### config.mk
export PLATFORM = sky130hd
export DESIGN_NAME = cma_div
export DESIGN_NICKNAME = d
export VERILOG_FILES = /design/src/sv/cma_pkg.sv /design/src/sv/cma_div.sv
export SDC_FILE = /design/constraint.sdc
export NUM_CORES = 1
export LEC_CHECK = 0
export BUFFER_PORTS_ARGS = -buffer_cell sky130_fd_sc_hd__buf_2
export CAP_MARGIN = 10
export CORE_MARGIN = 5
export CORE_UTILIZATION = 63
export DETAILED_ROUTE_END_ITERATION = 8
export GPL_TIMING_DRIVEN = 0
export HOLD_SLACK_MARGIN = 0.06
export PLACE_DENSITY = 0.86
export SLEW_MARGIN = 20
export SYNTH_ARGS = -nofsm -noshare
export SYNTH_HDL_FRONTEND = slang
export SYNTH_SLANG_ARGS = --single-unit
### constraint.sdc
create_clock -name clk -period 6.45 [get_ports clk]
set_clock_uncertainty 0.15 [all_clocks]
set_input_delay 1.29 -clock clk [delete_from_list [all_inputs] [get_ports clk]]
set_output_delay 1.29 -clock clk [all_outputs]
set_load 0.02 [all_outputs]
### src/sv/cma_pkg.sv
`default_nettype none
package cma_pkg;

  localparam int MAX_CLASSES = 16;
  localparam int COUNT_WIDTH = 32;
  localparam int IDX_W       = $clog2(MAX_CLASSES);
  localparam int CELLS       = MAX_CLASSES * MAX_CLASSES;
  localparam int ADDR_W      = $clog2(CELLS);
  localparam int SCORE_W     = 32;
  localparam int CFG_W       = 5;
  localparam int FRAC_W      = 17;
  localparam int STEP_W      = $clog2(FRAC_W + 1);

  localparam logic [CFG_W-1:0] CLASS_COUNT_RST = CFG_W'(MAX_CLASSES);
  localparam logic [CFG_W-1:0] CLASS_COUNT_MIN = CFG_W'(2);
  localparam logic [CFG_W-1:0] CLASS_COUNT_MAX = CFG_W'(MAX_CLASSES);

  localparam logic KIND_SAMPLE = 1'b0;
  localparam logic KIND_READ   = 1'b1;

  typedef enum logic [1:0] {
    OP_SCORE = 2'd0,
    OP_CLEAR = 2'd1,
    OP_READ  = 2'd2
  } opcode_t;

  typedef enum logic [1:0] {
    ST_IDLE,
    ST_UPDATE,
    ST_DIVIDE
  } state_t;

  typedef struct packed {
    logic             last;
    logic [IDX_W-1:0] pred_idx;
    logic [IDX_W-1:0] true_idx;
  } am_res_t;

  typedef struct packed {
    logic              done;
    logic [FRAC_W-1:0] quot;
  } div_res_t;

  function automatic logic [COUNT_WIDTH-1:0] sat_inc(input logic [COUNT_WIDTH-1:0] v);
    return (&v) ? v : v + COUNT_WIDTH'(1);
  endfunction

endpackage
`default_nettype wire

### src/sv/cma_div.sv
`default_nettype none
module cma_div (
  input  wire logic                            clk,
  input  wire logic                            rst_n,
  input  wire logic                            start,
  input  wire logic [cma_pkg::COUNT_WIDTH-1:0] dividend,
  input  wire logic [cma_pkg::COUNT_WIDTH-1:0] divisor,
  output cma_pkg::div_res_t                    res
);

  logic [cma_pkg::COUNT_WIDTH:0]   rem_r, rem_nxt, shifted;
  logic [cma_pkg::COUNT_WIDTH-1:0] div_r;
  logic [cma_pkg::FRAC_W-1:0]      quot_r, quot_nxt;
  logic [cma_pkg::STEP_W-1:0]      cnt_r;
  logic                            run_r, done_r, zero_r, ge;

  // first step takes the integer bit, the rest shift in fraction bits
  always_comb begin
    shifted  = (cnt_r == '0) ? rem_r : {rem_r[cma_pkg::COUNT_WIDTH-1:0], 1'b0};
    ge       = shifted >= {1'b0, div_r};
    rem_nxt  = ge ? shifted - {1'b0, div_r} : shifted;
    quot_nxt = {quot_r[cma_pkg::FRAC_W-2:0], ge};
  end

  always_ff @(posedge clk) begin
    if (!rst_n) begin
      run_r  <= 1'b0;
      done_r <= 1'b0;
      cnt_r  <= '0;
    end else if (start) begin
      run_r  <= 1'b1;
      done_r <= 1'b0;
      cnt_r  <= '0;
    end else if (run_r) begin
      cnt_r <= cnt_r + cma_pkg::STEP_W'(1);
      if (cnt_r == cma_pkg::STEP_W'(cma_pkg::FRAC_W - 1)) begin
        run_r  <= 1'b0;
        done_r <= 1'b1;
      end
    end
  end

  always_ff @(posedge clk) begin
    if (start) begin
      rem_r  <= {1'b0, dividend};
      div_r  <= divisor;
      zero_r <= (divisor == '0);
      quot_r <= '0;
    end else if (run_r) begin
      rem_r  <= rem_nxt;
      quot_r <= quot_nxt;
    end
  end

  assign res.done = done_r;
  assign res.quot = zero_r ? '0 : quot_r;

endmodule
`default_nettype wire

# Yosys cells after proc, flatten, opt, wreduce, memory -nomap -nowiden
# Index checks and enable logic that the tools add are counted.
# word_totals
word_cells	26
ff_bits	90
output_inout_bits	18
# op_classes
n_lt_le_gt_ge	1
add_sub_neg	2
muxes	8
n_reduce_logical	5
eq_ne	1
bitwise_logic	1
# op_table
op	n
33-bit two-way mux	2
32-bit two-way mux	2
33-bit by 32-bit greater-or-equal comparator with 1-bit output	1
33-bit by 32-bit subtractor with 33-bit output	1
32-bit zero test	1
17-bit two-way mux	1
5-bit by 1-bit adder with 5-bit output, second input constant	1
5-bit == test, second input constant	1
5-bit zero test	1
1-bit two-way mux	3
2-bit AND reduction	1
2-bit nonzero test	1
2-bit OR reduction	1
1-bit inverter	1

# Depth between registers and ports, before layout
# logic_depth
depth_word	6
mapped_depth	19
depth_no_buf	15

# Worst setup path before layout
# OpenSTA, ideal clock, no wires.
# synth_path
path_kind	register to register
from	reg cnt_r[0] (netlist name)
to	reg rem_r[30] (netlist name), data pin
setup_ns	0.261
n_path_buf	2
stages_incl_launch_ff	17
path_slack_ns	2.377
t_required_ns	6.039
period_less_slack_ns	4.073
arrival_time_ns	3.662
cell_sequence	dfxtp_1 > inv_1 > ha_1 > nor4b_1 > buf_4 > clkbuf_1 > mux2_2 > ha_1 > nor2b_4 > o31ai_1 > a31o_1 > o21ai_1 > a41oi_1 > o21ai_2 > a21o_1 > xnor2_1 > a221o_1
# synth_via
elab_chain_cells	6
# synth_lines
item	line_no	text
start: declaration	cma_div.sv:14	logic [cma_pkg::STEP_W-1:0] cnt_r;
start signal: assignment	cma_div.sv:35	cnt_r <= cnt_r + cma_pkg::STEP_W'(1);
5-bit zero test *	cma_div.sv:19	shifted = (cnt_r == '0) ? rem_r : {rem_r[cma_pkg::COUNT_WIDTH-1:0], 1'b0};
33-bit two-way mux *	cma_div.sv:19	
33-bit by 32-bit subtractor with 33-bit output or 33-bit by 32-bit greater-or-equal comparator with 1-bit output (tied branches)	cma_div.sv:21, cma_div.sv:20	
33-bit two-way mux *	cma_div.sv:21	rem_nxt = ge ? shifted - {1'b0, div_r} : shifted;
32-bit two-way mux *	cma_div.sv:49	end else if (run_r) begin
32-bit two-way mux *	cma_div.sv:44	if (start) begin
end signal: assignment	cma_div.sv:45	rem_r <= {1'b0, dividend};
end signal: assignment	cma_div.sv:50	rem_r <= rem_nxt;
end: declaration	cma_div.sv:11	logic [cma_pkg::COUNT_WIDTH:0] rem_r, rem_nxt, shifted;
# Mark *: on every way between the ends. The rest lies on a longest branch, timed or not. The select of a mux whose other input is x is not followed.
# A chain may end at the register's enable or synchronous reset.

# Worst setup path after layout
# layout_path
from	reg cnt_r[0] (netlist name)
to	reg rem_r[15] (netlist name), data pin
# The elaborated chain is that of the path after synthesis.

==> qor.yml <==
outcome:
  status: "finished, final reports clean"
cells_and_area:
  layout_commonest_cell: "buf_2"
  regArea_sq_mm: 0.00245
  final_cell_mix: "90 x buf_2, 65 x nor2_1, 65 x edfxtp_1, 54 x a21oi_1, 52 x nand2_1"
  fill_cells: 705
  final_cell_area_sq_mm: 0.00686
  final_util_pct: 73.5
  layout-drive-gt1-share_pct: 21.4
  n_antenna_cell: 0
  multiInputGateArea_sq_mm: 0.00334
  nets: 836
  area_delta_synth_final_pct: 12.7
clock_tree:
  numCtsBuffers: 9
  htreeDepth: 3
  cts_buffer_depth: 2
  holdBufCountCts: 0
  post_cts_resized: 0
  cts_num_sinks: 90
  cts_setup_buffers: 0
  cts_tree: "done"
  clk_pin_slew_worst_paths_ns: 0.11
  root_buffer: "clkbuf_8"
  clock_latency_ns: 0.37
power:
  intPower_mw: 1.55
  powerDensity_mw_per_mm2: 399
  switching_share_pct: 43.4
  p_clk_share_pct: 14.4
  p_seq_share_pct: 29.3
  irDropWorstVdd_mv: 0.227
  power_mw: 2.73
  power_frac_comb_pct: 56.3
  p_switching_mw: 1.19
  power.leakage_nw: 2.96
global_route:
  antenna_found_initial: 0
  grt_pass1_vias: 5136
  grt_usage_pct: 27.6
  grt_max_degree: 39
  overflow: 0
  grt_pass1_wl_um: 25100
critical_path:
  crit_family: "compound AO/OA/AOI/OAI gates"
  cp_num_buf_inv: 5
  r2r-start: "cnt_r[0]"
  required_ns: 6.41
  setup.worst_path.start: "cnt_r[0]"
  slowest_stage: "clkbuf_1"
  arrival_ns: 5.01
  crit_path_cell_trace: "inv_1 -> ha_1 -> nor4b_1 -> buf_4 -> clkbuf_1 -> mux2_2 -> ha_1 -> buf_2 -> a21oi_1 -> nor3_1 -> o41ai_2 -> nand2_1 -> a21boi_4 -> nor2_8 -> buf_2 -> o21ai_0 -> a21oi_1"
  critPathMaxStageDelay_ns: 0.60
  worstSetupStartpointType: "flip-flop"
  path_max_fanout: 10
  crit_path_end_kind: "flip-flop"
  path_class: "flip-flop to flip-flop"
logic_synthesis:
  synth_edf_count: 65
  netlist-cell-type-count: 64
  seq_area_frac_synth_pct: 40.3
  ys_warn_count: 0
  yosys.area_share.adder_pct: 7.32
  synthArstFlopShare_pct: 0
  synth_mux_area_share_pct: 11.9
  synth_top_family_by_area: "simple AND/OR/NAND/NOR gates"
  synth_cells: 639
  ys.flop_type: "edfxtp_1"
  ys_ff_latch: 90
  syn_nets: 741
  synth-compound-area-share_pct: 14.7
  syn_area_sq_mm: 0.00609
  synthSimpleGateAreaFrac_pct: 16.7
  avgSynthCellArea_sq_um: 9.53
  synthXorXnorAreaFrac_pct: 4.32
timing:
  min_period_ns: 5.04
  tightest_slew_ns: 0.938
  relSlewSlack_pct: 37.5
  max_freq_mhz: 198
  hold_viol: 0
  drv_slew: 0
  rsz0062_at_grt: "no"
  final.period_utilization_pct: 78.2
  finalSetupViolCount: 0
  setup-tns-final_ns: 0
place:
  gp_congestion: 0.921
  place_area_sq_mm: 0.00667
  dp_hpwl_um: 11700
  port_buffers: 84
hold_path:
  hold_class: "flip-flop to flip-flop"
  min_from: "done_r"
die:
  dieArea_sq_mm: 0.0117
  row_count: 35
  die_x_um: 108
  pin_count: 85
  die-height_um: 108
  start_util_pct: 65.3
  coreArea_sq_mm: 0.00933
route:
  drt_iter0_drc: 327
  post_drt_wl_per_cell_um: 18.2
  antenna_left: 0
  drtPass1Iterations: 5
  vias_per_cell: 5.93
  wirelength_um: 15800
  drc: 0
  num_vias: 5150
run:
  cap_violations: 0
-- sequential cells by signal (all words and copies together) (netlist names) --
signal	cells
rem_r	33
done_r	1
run_r	1
zero_r	1
div_r	32
cnt_r	5
quot_r	17
-- routing by layer --
metal,GRT usage (%),part of all wire (%)
met3,4.66,7.0
met4,7.84,2.1
met1,35.5,43
met5,0,0
met2,47.9,48
-- final cells by class --
class	count	share of cell area (%)
multi-input combinational	479	48.7
timing repair buffer	84	6.13
sequential	90	35.7
tap	129	2.35
clock buffer	9	1.81
inverter	41	2.24
clock inverter	7	0.967
buffer	29	2.04
-- cell usage after synthesis (2+ instances only) --
master,n,area (sq um)
o21a_1,5,37.5
ha_1,34,425
nor4_1,9,56.3
and2_1,3,18.8
o21bai_1,3,22.5
nor3_1,9,45.0
a211oi_1,3,22.5
nand2b_1,4,25.0
nor2_1,65,244
nand2_1,52,195
edfxtp_1,65,1950
nand4_1,7,43.8
o21ai_0,25,125
xor2_1,7,61.3
or3_1,2,12.5
clkbuf_1,16,60.1
or2_2,3,18.8
and4_1,5,43.8
a21oi_1,54,270
o21ai_1,3,15.0
and3_1,5,31.3
a41oi_1,3,26.3
a31oi_1,8,50.1
mux2i_1,36,360
a21boi_0,2,15.0
a31o_2,2,17.5
buf_4,4,30.0
inv_1,41,154
a21o_1,10,75.1
o211ai_1,3,22.5
nand3_1,12,60.1
nor2b_1,25,156
xnor2_1,23,201
a221o_1,2,20.0
buf_2,6,30.0
dfxtp_1,25,500
mux2_2,31,349
-- power groups by stage --
stage	sequential [mW]	combinational, mW	clock [mW]
after floorplan	0.789	1.17	0
after global placement	0.808	1.47	0
after detailed placement	0.814	1.50	0
after CTS	0.800	1.51	0.396
after global routing	0.809	1.67	0.424
final	0.802	1.54	0.394
-- worst reg2reg max path: stages, from the launching register on --
cell	delay (ns)
dfxtp_1	0.37
inv_1	0.07
ha_1	0.18
nor4b_1	0.28
buf_4	0.27
clkbuf_1	0.60
mux2_2	0.44
ha_1	0.27
buf_2	0.18
a21oi_1	0.21
nor3_1	0.10
o41ai_2	0.44
nand2_1	0.17
a21boi_4	0.40
nor2_8	0.11
buf_2	0.23
o21ai_0	0.24
a21oi_1	0.10
-- worst paths after layout --
kind                    end  slack [ns]  cells past startpoint
setup / recovery  rem_r[15]        1.41                     17
hold / removal       done_r        0.36                      2
setup reg to reg  rem_r[15]        1.41                     17
hold reg to reg      done_r        0.36                      2
-- through the flow --
| stage | setup slack [ns] | hold WS [ns] | std cells |
|---|---|---|---|
| after floorplan | 2.38 | 0.292 | 639 |
| after global placement | 1.51 | 0.315 | 852 |
| after detailed placement | 1.47 | 0.332 | 852 |
| after CTS | 1.44 | 0.360 | 868 |
| after global routing | 1.16 | 0.389 | 868 |
| final | 1.41 | 0.362 | 868 |
-- logic make-up after synthesis --
logic type | Yosys count
muxes | 68
AOI/OAI and AO/OA | 140
DFF | 90
xor gates and xnor gates | 30
adders and majority gates | 35
buffers and inverters | 70
and+or+nand+nor | 206
(Power assumes the default switching activity.)
