**config.mk**
```make
export PLATFORM = sky130hd
export DESIGN_NAME = cma_argmax
export DESIGN_NICKNAME = d
export VERILOG_FILES = /design/src/sv/cma_pkg.sv /design/src/sv/cma_argmax.sv
export SDC_FILE = /design/constraint.sdc
export NUM_CORES = 1
export LEC_CHECK = 0
export BUFFER_PORTS_ARGS = -buffer_cell sky130_fd_sc_hd__buf_2
export CAP_MARGIN = 20
export CELL_PAD_IN_SITES_DETAIL_PLACEMENT = 0
export CELL_PAD_IN_SITES_GLOBAL_PLACEMENT = 1
export CORE_MARGIN = 2
export CORE_UTILIZATION = 43
export DETAILED_ROUTE_END_ITERATION = 7
export HOLD_SLACK_MARGIN = 0.12
export MAX_ROUTING_LAYER = met4
export PLACE_DENSITY_LB_ADDON = 0.1
export SLEW_MARGIN = 0
export SYNTH_ARGS = -nofsm -noshare
export SYNTH_HDL_FRONTEND = slang
export SYNTH_SLANG_ARGS = --single-unit
```
**constraint.sdc**
```tcl
create_clock -name clk -period 3.85 [get_ports clk]
set_input_delay 0.77 -clock clk [delete_from_list [all_inputs] [get_ports clk]]
set_output_delay 0.77 -clock clk [all_outputs]
set_load 0.05 [all_outputs]
```
**src/sv/cma_pkg.sv**
```systemverilog
`default_nettype none
package cma_pkg;

  localparam int MAX_CLASSES = 16;
  localparam int COUNT_WIDTH = 32;
  localparam int IDX_W       = $clog2(MAX_CLASSES);
  localparam int CELLS       = MAX_CLASSES * MAX_CLASSES;
  localparam int ADDR_W      = $clog2(CELLS);
  localparam int SCORE_W     = 32;
  localparam int CFG_W       = 5;
  localparam int FRAC_W      = 17;
  localparam int STEP_W      = $clog2(FRAC_W + 1);

  localparam logic [CFG_W-1:0] CLASS_COUNT_RST = CFG_W'(MAX_CLASSES);
  localparam logic [CFG_W-1:0] CLASS_COUNT_MIN = CFG_W'(2);
  localparam logic [CFG_W-1:0] CLASS_COUNT_MAX = CFG_W'(MAX_CLASSES);

  localparam logic KIND_SAMPLE = 1'b0;
  localparam logic KIND_READ   = 1'b1;

  typedef enum logic [1:0] {
    OP_SCORE = 2'd0,
    OP_CLEAR = 2'd1,
    OP_READ  = 2'd2
  } opcode_t;

  typedef enum logic [1:0] {
    ST_IDLE,
    ST_UPDATE,
    ST_DIVIDE
  } state_t;

  typedef struct packed {
    logic             last;
    logic [IDX_W-1:0] pred_idx;
    logic [IDX_W-1:0] true_idx;
  } am_res_t;

  typedef struct packed {
    logic              done;
    logic [FRAC_W-1:0] quot;
  } div_res_t;

  function automatic logic [COUNT_WIDTH-1:0] sat_inc(input logic [COUNT_WIDTH-1:0] v);
    return (&v) ? v : v + COUNT_WIDTH'(1);
  endfunction

endpackage
`default_nettype wire

```
**src/sv/cma_argmax.sv**
```systemverilog
`default_nettype none
module cma_argmax (
  input  wire logic                           clk,
  input  wire logic                           rst_n,
  input  wire logic                           step,
  input  wire logic signed [cma_pkg::SCORE_W-1:0] pred_score,
  input  wire logic signed [cma_pkg::SCORE_W-1:0] true_score,
  input  wire logic        [cma_pkg::CFG_W-1:0]   class_count,
  output cma_pkg::am_res_t                    res
);

  logic signed [cma_pkg::SCORE_W-1:0] best_pred_r, best_pred_nxt;
  logic signed [cma_pkg::SCORE_W-1:0] best_true_r, best_true_nxt;
  logic        [cma_pkg::IDX_W-1:0]   pred_idx_r, pred_idx_nxt;
  logic        [cma_pkg::IDX_W-1:0]   true_idx_r, true_idx_nxt;
  logic        [cma_pkg::IDX_W-1:0]   pos_r, pos_nxt;
  logic        [cma_pkg::CFG_W-1:0]   n_used;
  logic                               last;

  always_comb begin
    if (class_count < cma_pkg::CLASS_COUNT_MIN) begin
      n_used = cma_pkg::CLASS_COUNT_MIN;
    end else if (class_count > cma_pkg::CLASS_COUNT_MAX) begin
      n_used = cma_pkg::CLASS_COUNT_MAX;
    end else begin
      n_used = class_count;
    end
    last = (cma_pkg::CFG_W'(pos_r) + cma_pkg::CFG_W'(1)) >= n_used;

    best_pred_nxt = best_pred_r;
    best_true_nxt = best_true_r;
    pred_idx_nxt  = pred_idx_r;
    true_idx_nxt  = true_idx_r;
    if (pos_r == '0) begin
      best_pred_nxt = pred_score;
      best_true_nxt = true_score;
      pred_idx_nxt  = '0;
      true_idx_nxt  = '0;
    end else begin
      if (pred_score > best_pred_r) begin
        best_pred_nxt = pred_score;
        pred_idx_nxt  = pos_r;
      end
      if (true_score > best_true_r) begin
        best_true_nxt = true_score;
        true_idx_nxt  = pos_r;
      end
    end
    pos_nxt = last ? '0 : pos_r + cma_pkg::IDX_W'(1);
  end

  always_ff @(posedge clk) begin
    if (!rst_n) begin
      best_pred_r <= '0;
      best_true_r <= '0;
      pred_idx_r  <= '0;
      true_idx_r  <= '0;
      pos_r       <= '0;
    end else if (step) begin
      best_pred_r <= best_pred_nxt;
      best_true_r <= best_true_nxt;
      pred_idx_r  <= pred_idx_nxt;
      true_idx_r  <= true_idx_nxt;
      pos_r       <= pos_nxt;
    end
  end

  assign res.last     = last;
  assign res.pred_idx = pred_idx_nxt;
  assign res.true_idx = true_idx_nxt;

endmodule
`default_nettype wire

```
**Yosys cells after proc, flatten, opt, wreduce, memory -nomap -nowiden**

Index checks and enable logic that the tools add are counted.

- $lt $le $gt $ge: 5
- Reduce and logical (&&, ||, !) cells: 5
- Mux-type cells: 11
- Add/subtract/negate cells: 2

Operator list:

| operator | number |
|---|---|
| 2-to-1 mux 32 bit | 4 |
| > comparator 32 bit | 2 |
| 2-to-1 mux 4 bit | 5 |
| 2-to-1 mux 5 bit | 2 |
| adder 4 x 1 -> 5 bit, second input constant | 1 |
| greater-or-equal comparator 5 bit | 1 |
| > comparator 5 bit, second input constant | 1 |
| < comparator 5 x 2 -> 1 bit, second input constant | 1 |
| adder 4 x 1 -> 4 bit, second input constant | 1 |
| zero test 4 bit | 1 |
| AND reduction 2 bit | 2 |
| nonzero test 2 bit | 2 |

- Word-level logic and storage cells: 28
- Output and inout port bits: 9
- Flip-flop bits (word level): 76

**Logic depth before layout (Yosys ltp)**

Gate-level depths: netlist of the first run.

- Depth in word-level cells: 5
- Gate-level depth with buffers: 10

**Worst setup path after synthesis of the first run**

Ideal clock, no wire load.

- Kind: input to output
- From: input port pred_score[31] (netlist bit)
- To: output port res[4] (netlist bit)
- Buffers on the path: 1
- Data arrival time: 3.333 ns
- Path slack: -0.253 ns
- Stages: 9
- Required time: 3.080 ns
- Cells stage by stage: ha_1 nand4_2 nor2_1 a221o_1 a211o_4 o211ai_1 o31a_1 buf_6 mux2i_1

RTL lines:

| item | RTL line | text |
|---|---|---|
| start: declaration | cma_argmax.sv:6 | `input wire logic signed [cma_pkg::SCORE_W-1:0] pred_score,` |
| end: declaration | cma_argmax.sv:9 | `output cma_pkg::am_res_t res` |

==> results.md, run 1 <==
* Status: finished, final reports clean
* Die H at approximately 110 um
* Initial antenna violation count at 0
* Top FF cell, synth: dfxtp_1
* Final setup viols at 0
* Syn Area/Cell at 8.362 um^2
* # diodes at 0
* I/O pin count at 81
* Crit Path Max Fanout at 5
* Clock latency on the worst-skew pair at 340 ps
* PwrDens at 387.8 mW/mm^2
* PortBufs at 80
* Yosys warns at 0
* Met2 routed WL at 5.801 mm
* CTS root buffer: clkbuf_16
* Row count at 40
* Dominant cells by area after synthesis: dfxtp_1 29%, ha_1 17%, mux2i_1 14%, nand2_1 12%, inv_1 5.3%
* CP Capture Type: output port
* Worst hold path type: flip-flop to flip-flop
* Final hold slack at 454.4 ps
* Vias in the first global route at 4221
* Maximum clock path buffer count at 2
* 1st-iter DRT viols at roughly 180
* DP HPWL at 8.068 mm
* Seq/Total Area, Yosys at 0.2939
* Routed Antenna Nets at 0
* Critical Path RT at between 3000 and 4000 ps
* Fin util at 0.5701
* Synth top cells by count: 159 x nand2_1, 76 x dfxtp_1, 73 x inv_1
* Worst-Margin Slew at 643.7 ps
* Fin crit share at 0.9813
* Wire per inst at 13.22 um
* CP arrival at 3010 ps
* Core area at 0.01186 mm^2
* Post-synth top area share at 0.2939
* Max H-tree Level at 3
* Post-synthesis register bit count at 76
* Tot GR Track Use at 0.1823
* Synthesized area at 0.005176 mm^2
* Layout cells sized above 1 at 0.2713
* Die X at 113.7 um
* Max_slew headroom at 0.5709
* CTS Sinks at 76
* Final Max Tran Viols at 0
* Max_cap viols at 0
* Biggest area consumer among synthesized cells: dfxtp_1
* Number of nets in the layout at 864
* Die area at 0.01293 mm^2
* Synth cell types at 41
* Metal3 WL at 403 um
* Clock transition at path regs at around 60 ps
* Final hold violations at 0
* Syn_nets at 762
* Count leader, synth: nand2_1
* Synth async-reset ratio at 0
* CTS tree: yes
* Minimum clock period at 3778 ps
* Global-route wire length before repair at 18.77 mm
* M1 WL at approximately 5.2 mm
* Setup Skew at 5.601 ps
* EDFF count, synth at 0
* Max layer used: met4
* Peak VDD IR at 0.0002670 V
* GP Congestion at approximately 0.75
* Final std cells w/o fill at 873
* Worst Setup Path Type: input port to output port
* DRC Markers at 0
* Startpoint Class: input port
* Via count of the routed design at 4433
* Routed WL at 11.54 mm
* Starting density of the core at 0.4364
* Remaining Overflow, GRT at 0
* Post-Syn Instances at between 600 and 700
* Placed Cells at 855
* Pre-antenna DRT Iters at 4
* Area Overhead vs Synth at 30.65%
* TritonCTS buffer count at 9
* Pin count of the biggest net entering global routing at 81
* Via density at 5.078
* Leakage at just under 3 nW
* FMAX at 264.7 MHz
[state kept, by name, summed over array words and instances, names as in the netlist]
name	flops
best_true_r	32
pos_r	4
best_pred_r	32
true_idx_r	4
pred_idx_r	4
[placed cells by master (no fill, tap or decap), drive strengths merged, types with 8 or more instances in the layout]
master and n:
nand4 18, o22ai 9, buf 117, ha 71, mux2i 71, nand2 161
clkbuf 12, a21oi 33, nand3 12, inv 73, dfxtp 76, o21ai 8
[final cells by class]
| class | instances | area (um^2) |
|---|---|---|
| Fill cell | 1122 | 5099 |
| Multi-Input combinational cell | 444 | 3746 |
| Sequential cell | 76 | 1521 |
| Timing Repair Buffer | 117 | 757.0 |
| Inverter | 73 | 274.0 |
| Clock buffer | 12 | 256.5 |
| Tap cell | 147 | 183.9 |
| Clock inverter | 4 | 23.77 |
[metrics by stage]
step / power, mW / TNS (ps) / setup slack, ps / area, um^2
2_1_floorplan: 1.514 / -839.3 / -238.2 / 5213
3_3_place_gp: 1.693 / -1464 / -261.6 / 5929
3_5_place_dp: 1.716 / -1724 / -307.2 / 5929
4_1_cts: 2.563 / 0 / 10.78 / 6335
5_1_grt: 2.799 / -113.8 / -40.62 / 6763
6_report: 2.623 / 0 / 71.81 / 6763
[path summary, 6_finish.rpt]
path | from | end | slack [ps] | cells past startpoint
worst max-delay path | true_score[23] | res[0] | 70 | 10
worst min-delay path | best_pred_r[25]$_SDFFE_PN0P_ | best_pred_r[25]$_SDFFE_PN0P_ | 450 | 2
worst max register to register | best_pred_r[27]$_SDFFE_PN0P_ | best_pred_r[9]$_SDFFE_PN0P_ | 1090 | 12
worst min register to register | best_pred_r[25]$_SDFFE_PN0P_ | best_pred_r[25]$_SDFFE_PN0P_ | 450 | 2
[what timing repair did]
action | in CTS | in global routing
gates resized for setup | 24 | 49
buffers inserted | 1 | 1
pin swaps | 7 | 23
endpoints found under the setup margin | 8 | 8
hold buffers | 0 | 0
[routing by layer]
metal | GRT usage | vias to the layer above
met1 | 0.2171 | 2037
li1 | - | 2323
met4 | 0.06667 | 0
met3 | 0.03507 | 14
met2 | 0.3074 | 59
met5 | - | -
[where the power goes]
part           total, mW  internal, mW  switching, mW
clock network      0.796         0.469          0.327
registers          0.915         0.873         0.0426
logic              0.911         0.444          0.468
total               2.62          1.79          0.837
[cell families after synthesis]
kind of cell / after synthesis / share of synthesized area
AOI/OAI and AO/OA: 85 / 0.1245
xor gates and xnor gates: 2 / 0.003385
adders and majority gates: 71 / 0.1716
buffers and inverters: 99 / 0.08339
DFF: 76 / 0.2939
muxes: 71 / 0.1373
and+or+nand+nor: 215 / 0.1859
[critical path, cell delays in order]
cell and delay (ps):
buf_2 120, ha_4 240, a21oi_2 130, o21ai_2 80
a221o_1 340, a211o_4 330, o211ai_1 160, o31a_1 370
mux2i_1 230, buf_4 220
(Power assumes the default switching activity.)
==> run 2, diff against run 1 <==
CORE_ASPECT_RATIO = 0.9   (was default)
==> run 2 against run 1 <==
Combinational power is 2.6% lower. Cell area shrank 1.2%. Critical endpoint is now res[3]. Critical path depth did not move. Sequential share of layout area up 0.27 points. Hold slack improved by 2.3 ps. Sequential power hardly changed. First-iteration DRC count rose by 15%. Non-clock buffer count decreased by 2. Register-to-register slack improved by 50 ps. Global-route usage rose by 0.55 points. Clock skew grew 2.5 ps. Largest power group is now the clock network.
==> results.md, run 2 (same netlist as run 1, synthesis figures left out) <==
* TritonCTS buffer count at 9 (unchanged)
* Final Max Tran Viols at 0 (unchanged)
* Critical-path top delay cell: o31a_1
* Starting density of the core at 0.4355 (-0.0009187)
* DP HPWL at 8.247 mm (+2.2%)
* Wire per inst at 13.23 um (+0.11%)
* Max_cap viols at 0 (unchanged)
* Crit Path Max Fanout at 6 (+1)
* Int Power at 1.881 mW (+5.3%)
* Clock transition at path regs at 50 ps (about the same)
* Setup Skew at 8.109 ps (+2.508 ps)
* Maximum clock path buffer count at 2 (unchanged)
* Fin area at 0.006683 mm^2 (-1.2%)
* Fin util at 0.5622 (-0.007937)
* CTS Sinks at 76 (unchanged)
* Total chip power at 2.720 mW (+3.7%)
* Worst-Margin Slew at 860.1 ps (+216.4 ps)
* Pin count of the biggest net entering global routing at 87 (+7.4%)
* Vias in the first global route at 4355 (+3.2%)
* Worst Setup Path Type: input port to output port
* PortBufs at 80 (unchanged)
* Final hold slack at 456.7 ps (+2.294 ps)
* Via count of the routed design at 4482 (+1.1%)
* Row count at 38 (-5.0%)
* Max_slew headroom at 0.4266 (-0.1443)
* Via density at 5.064 (-0.27%)
* Max H-tree Level at 3 (unchanged)
* PwrDens at 407.0 mW/mm^2 (+4.9%)
* Crit-path max cell delay at 390 ps (+20 ps)
* DRC Markers at 0 (unchanged)
* CTS tree: yes
* Unrepaired setup endpoints after global routing: yes
* Aggregate negative setup slack at 0 ps (unchanged)
* Clock latency on the worst-skew pair at 340 ps (about the same)
* Initial antenna violation count at 1 (+1)
* 1st-iter DRT viols at 203 (+15%)
* Final hold violations at 0 (unchanged)
* Die H at 108.1 um (-5.0%)
* Routed WL at 11.71 mm (+1.5%)
* Global-route wire length before repair at 18.96 mm (+1.0%)
* Critical Path RT at 3080 ps (about the same)
* CP Capture Type: output port
* Startpoint Class: input port
* Most frequent cells in the layout: 159 x nand2_1, 76 x dfxtp_1, 73 x inv_1
* Core area at 0.01189 mm^2 (+0.21%)
* Seq pwr share at 0.336 (-0.013)
* Fin crit share at 0.9870 (+0.005618)
* Die X at 119.7 um (+5.2%)
* Layout cells sized above 1 at 0.2569 (-0.01444)
* Commonest non-fill, non-tap cell in the layout: nand2_1
* Number of nets in the layout at 862 (-0.23%)
* Placed cell area at 0.005911 mm^2 (-0.32%)
* Die area at 0.01293 mm^2 (about the same)
* Worst hold path type: flip-flop to flip-flop
* Worst-path cell chain: buf_6 > ha_4 > a21oi_2 > o21ai_1 > a221o_1 > a211o_4 > o211ai_1 > o31a_1 > mux2i_1 > buf_4
* Combinational power share at 0.326 (-0.022)
* NetSw at 839.0 uW (+0.25%)
* CTS root buffer: clkbuf_16
* CP arrival at 3030 ps (+20 ps)
* Clock group share of total power at 0.337 (+0.033)
* Routed Antenna Nets at 0 (unchanged)
* Leakage at 2.984 nW (+0.16%)
* Status: finished, final reports clean
* Remaining Overflow, GRT at 0 (unchanged)
* Area Overhead vs Synth at 29.10%
* Largest regs: best_pred_r: 32 flops, best_true_r: 32 flops
* I/O pin count at 81 (unchanged)
* Minimum clock period at 3800 ps (+21.63 ps)
* Tot GR Track Use at 0.1878 (+0.005498)
* Pre-antenna DRT Iters at 4 (unchanged)
* FMAX at 263.2 MHz (-0.57%)
* Final setup viols at 0 (unchanged)
* Sw Share at 0.3085 (-0.01062)
* Peak VDD IR at 0.0003510 V (+31%)
* GP Congestion at 0.7581 (+1.4%)
run 2: cell types whose count changed in the layout (fill, tap and decap cells not counted), moves of 2 or more:
| cell | delta |
|---|---|
| a21oi_1 | +2 |
| ha_1 | +6 |
| buf_4 | +2 |
| buf_6 | -2 |
| bufinv_16 | +2 |
| ha_4 | -6 |
run 2: critical path, delay by kind of cell:
kind | cells | cell delay (ps)
AO/OA/AOI/OAI | 6 | 1460
adder cells (fa/ha/maj) | 1 | 220
buffers and inverters | 2 | 320
multiplexers | 1 | 250
run 2: repair_timing:
item,4_1_cts,5_1_grt
endpoints found under the setup margin,8,8
pin swaps,9,34
buffers inserted,1,2
resized for setup,23,41
hold buffers,0,0
run 2: path summary, 6_finish.rpt:
| check | slack (ps) | cells past startpoint | startpoint | to |
|---|---|---|---|---|
| max | 50 | 10 | true_score[23] | res[3] |
| min | 460 | 2 | best_pred_r[4]$_SDFFE_PN0P_ | best_pred_r[4]$_SDFFE_PN0P_ |
| max reg2reg | 1140 | 10 | best_true_r[21]$_SDFFE_PN0P_ | best_true_r[16]$_SDFFE_PN0P_ |
| min reg2reg | 460 | 2 | best_pred_r[4]$_SDFFE_PN0P_ | best_pred_r[4]$_SDFFE_PN0P_ |
run 2: cell type report:
type,instances,area (um^2)
diodes,1,2.502
clock buffers,11,242.7
clock inverters,5,75.07
fillers,1126,5204
inverters,73,274.0
multi-input cells,444,3642
flip-flops and latches,76,1521
well taps,160,200.2
repair buffers,115,724.4
run 2: per-layer routing:
metal | global-route usage | part of all wire | wire (um)
met3 | 0.04747 | 0.036 | 426
met2 | 0.3188 | 0.47 | 5555
met5 | - | 0 | 0
met1 | 0.2189 | 0.48 | 5570
met4 | 0.06050 | 0.013 | 157
run 2: power groups by stage:
stage,Sequential (mW),Clock (mW),Combinational [mW]
after global placement,0.928,0,0.765
after global routing,0.925,0.977,0.993
after detailed placement,0.931,0,0.782
after floorplan,0.921,0,0.593
final,0.915,0.917,0.887
after CTS,0.915,0.950,0.822
run 2: stage by stage:
step / setup slack (ps) / std cells
global placement: -229.1 / 865
floorplan: -238.2 / 619
global route: -120.1 / 885
finish: 50.18 / 885
detailed placement: -253.2 / 865
CTS: 7.318 / 882
==> run 3, diff against run 2 <==
CTS_CLUSTER_DIAMETER = 50   (was default)
clock period = 3.5 ns   (was 3.85 ns; I/O delays follow)
==> run 3 against run 2 <==
The run now ends with setup timing left. Wire length up 7.7%. Clock-buffer cell count down 1. Register-to-register slack worse by 390 ps. Largest power group is now combinational cells. Highest routed layer unchanged. First-iteration DRC count down 12%. Sequential share of layout area down 2.1 points. Clock skew down 2.5 ps. Hold slack worse by 1.6 ps. Via count up 0.83%. Setup slack worse by 140 ps. Die area unchanged. Critical endpoint is now res[7]. Core utilization up 6.0 points.
==> results.md, run 3 (same netlist as run 1, synthesis figures left out) <==
* Status: complete, but fails checks
* Failing checks: setup timing
* Core area at 0.01189 mm^2 (unchanged)
* Unrepaired setup endpoints after global routing: yes
* Combinational power share at 0.369 (+0.043)
* Most frequent cells in the layout: 158 x nand2_1, 73 x inv_1, 69 x dfxtp_1
* DP HPWL at 8.539 mm (+3.5%)
* Max_cap viols at 0 (unchanged)
* Die H at 108.1 um (unchanged)
* Pre-CTS WS at -269.6 ps (-16.47 ps)
* TritonCTS buffer count at 9 (unchanged)
* Commonest non-fill, non-tap cell in the layout: nand2_1
* Via count of the routed design at 4519 (+0.83%)
* Maximum clock path buffer count at 2 (unchanged)
* Critical path buffers and inverters at 3 (+1)
* Pin count of the biggest net entering global routing at 84 (-3.4%)
* Pre-antenna DRT Iters at 4 (unchanged)
* DRC Markers at 0 (unchanged)
* Wire per inst at 14.08 um (+6.4%)
* Sw Share at 0.3266 (+0.01813)
* Initial antenna violation count at 1 (unchanged)
* Die area at 0.01293 mm^2 (unchanged)
* PwrDens at 417.5 mW/mm^2 (+2.6%)
* NetSw at 1.008 mW (+20%)
* Startpoint Class: input port
* Int Power at 2.079 mW (+11%)
* Vias in the first global route at 4596 (+5.5%)
* Clock transition at path regs at 60 ps (about the same)
* Fin crit share at 1.025
* CP arrival at 2890 ps (-140 ps)
* CTS tree: yes
* Tot GR Track Use at 0.2103 (+0.02251)
* Critical Path RT at 2800 ps (-280 ps)
* Die X at 119.7 um (unchanged)
* Final setup viols at 8 (+8)
* CP Capture Type: output port
* Clock latency on the worst-skew pair at 340 ps (about the same)
* Worst-path cell chain: buf_2 > ha_4 > nand3_1 > nand2_1 > a221o_1 > a211o_4 > o211ai_1 > o31a_1 > buf_12 > mux2i_4 > buf_6
* Final hold slack at 455.1 ps (-1.580 ps)
* Final worst setup slack at -88.22 ps (-138.4 ps)
* Routed Antenna Nets at 0 (unchanged)
* PortBufs at 80 (unchanged)
* Minimum clock period at 3588 ps
* CTS root buffer: clkbuf_16
* Starting density of the core at 0.4355 (unchanged)
* I/O pin count at 81 (unchanged)
* Clock group share of total power at 0.304 (-0.033)
* CTS Sinks at 76 (unchanged)
* Routed WL at 12.61 mm (+7.7%)
* FMAX at 278.7 MHz
* 1st-iter DRT viols at 179 (-12%)
* Max H-tree Level at 3 (unchanged)
* Worst-Margin Slew at 849.6 ps (-10.50 ps)
* Area Overhead vs Synth at 42.88%
* Delay-heaviest family, CP: compound AO/OA/AOI/OAI gates
* Number of nets in the layout at 873 (+1.3%)
* Layout cells sized above 1 at 0.3252 (+0.06826)
* Global-route wire length before repair at 21.25 mm (+12%)
* Setup Skew at 5.626 ps (-2.483 ps)
* Worst hold path type: flip-flop to flip-flop
* Row count at 38 (unchanged)
* Peak VDD IR at 0.0002779 V (-21%)
* Total chip power at 3.087 mW (+14%)
* Leakage at 3.104 nW (+4.0%)
* Final Max Tran Viols at 0 (unchanged)
* GP Congestion at 0.7857 (+3.6%)
* Remaining Overflow, GRT at 0 (unchanged)
* Seq pwr share at 0.328 (-0.008)
* Crit Path Max Fanout at 4 (-2)
* Crit-path max cell delay at 370 ps (-20 ps)
* Critical-path top delay cell: a221o_1
* Max_slew headroom at 0.4336 (+0.007002)
* Worst Setup Path Type: input port to output port
* Via density at 5.044 (-0.41%)
* Largest regs: best_pred_r: 32 flops, best_true_r: 32 flops
* Final hold violations at 0 (unchanged)
[run 3: cell types whose count changed in the layout (fill, tap and decap cells not counted), moves of 7 or more]
cell     previous run  this run
dfxtp_1            76        69
buf_6               5        27
dfxtp_2             0         7
buf_2              68        48
ha_4               24        48
ha_1               47        21
[run 3: worst reg2reg max path: stages, from the launching register on]
cell and delay (ps):
dfxtp_2 320, inv_1 60, ha_4 260, a21oi_2 120, nand2_1 60, a221o_1 350
a211o_4 290, buf_4 170, buf_4 160, a2bb2oi_4 180, nand2_4 60, buf_4 350
mux2i_1 290
[run 3: path summary, 6_finish.rpt]
check	endpoint	depth (start not counted)	startpoint	slack [ps]
hold reg to reg	best_pred_r[22]$_SDFFE_PN0P_	2	best_pred_r[22]$_SDFFE_PN0P_	460
setup / recovery	res[7]	11	pred_score[29]	-90
setup reg to reg	best_true_r[18]$_SDFFE_PN0P_	12	best_true_r[30]$_SDFFE_PN0P_	750
hold / removal	best_pred_r[22]$_SDFFE_PN0P_	2	best_pred_r[22]$_SDFFE_PN0P_	460
[run 3: metal layers]
| metal | part of all wire | global-route usage | vias to the layer above | wire length [um] |
|---|---|---|---|---|
| li1 | - | - | 2343 | - |
| met1 | 0.46 | 0.2532 | 2102 | 5841 |
| met2 | 0.49 | 0.3547 | 67 | 6183 |
| met3 | 0.036 | 0.05327 | 7 | 452 |
| met4 | 0.011 | 0.05126 | 0 | 134 |
| met5 | 0 | - | - | 0 |
[run 3: power by group through the flow]
stage	registers [mW]	logic (mW)	clock network (mW)
6_report	1.01	1.14	0.938
2_1_floorplan	1.01	0.678	0
5_1_grt	1.02	1.26	1.00
3_5_place_dp	1.03	0.912	0
4_1_cts	1.01	1.07	0.971
3_3_place_gp	1.02	0.892	0
[run 3: layout make-up]
| cell class | count | area, um^2 |
|---|---|---|
| inverters | 73 | 274.0 |
| multi-input cells | 444 | 4108 |
| diodes | 1 | 2.502 |
| clock buffers | 10 | 229.0 |
| fillers | 1000 | 4491 |
| clock inverters | 6 | 65.06 |
| well taps | 160 | 200.2 |
| flip-flops and latches | 76 | 1530 |
| repair buffers | 126 | 987.2 |
[run 3: stage by stage]
stage	instance area (um^2)	setup TNS (ps)	utilization	cells
final	7396	-377.7	0.6222	896
after detailed placement	6080	-1895	0.5115	873
after global placement	6080	-1616	0.5115	873
after global routing	7396	-1193	0.6222	896
after floorplan	5300	0	-	619
after CTS	7112	-563.7	0.5983	891
[run 3: timing repair]
| item | in CTS | in global routing |
|---|---|---|
| hold endpoints to repair | 0 | 0 |
| gates resized for setup | 106 | 41 |
| pin swaps | 53 | 33 |
| hold buffers | 0 | 0 |
| setup endpoints to repair | 8 | 8 |
| buffers inserted | 2 | 4 |
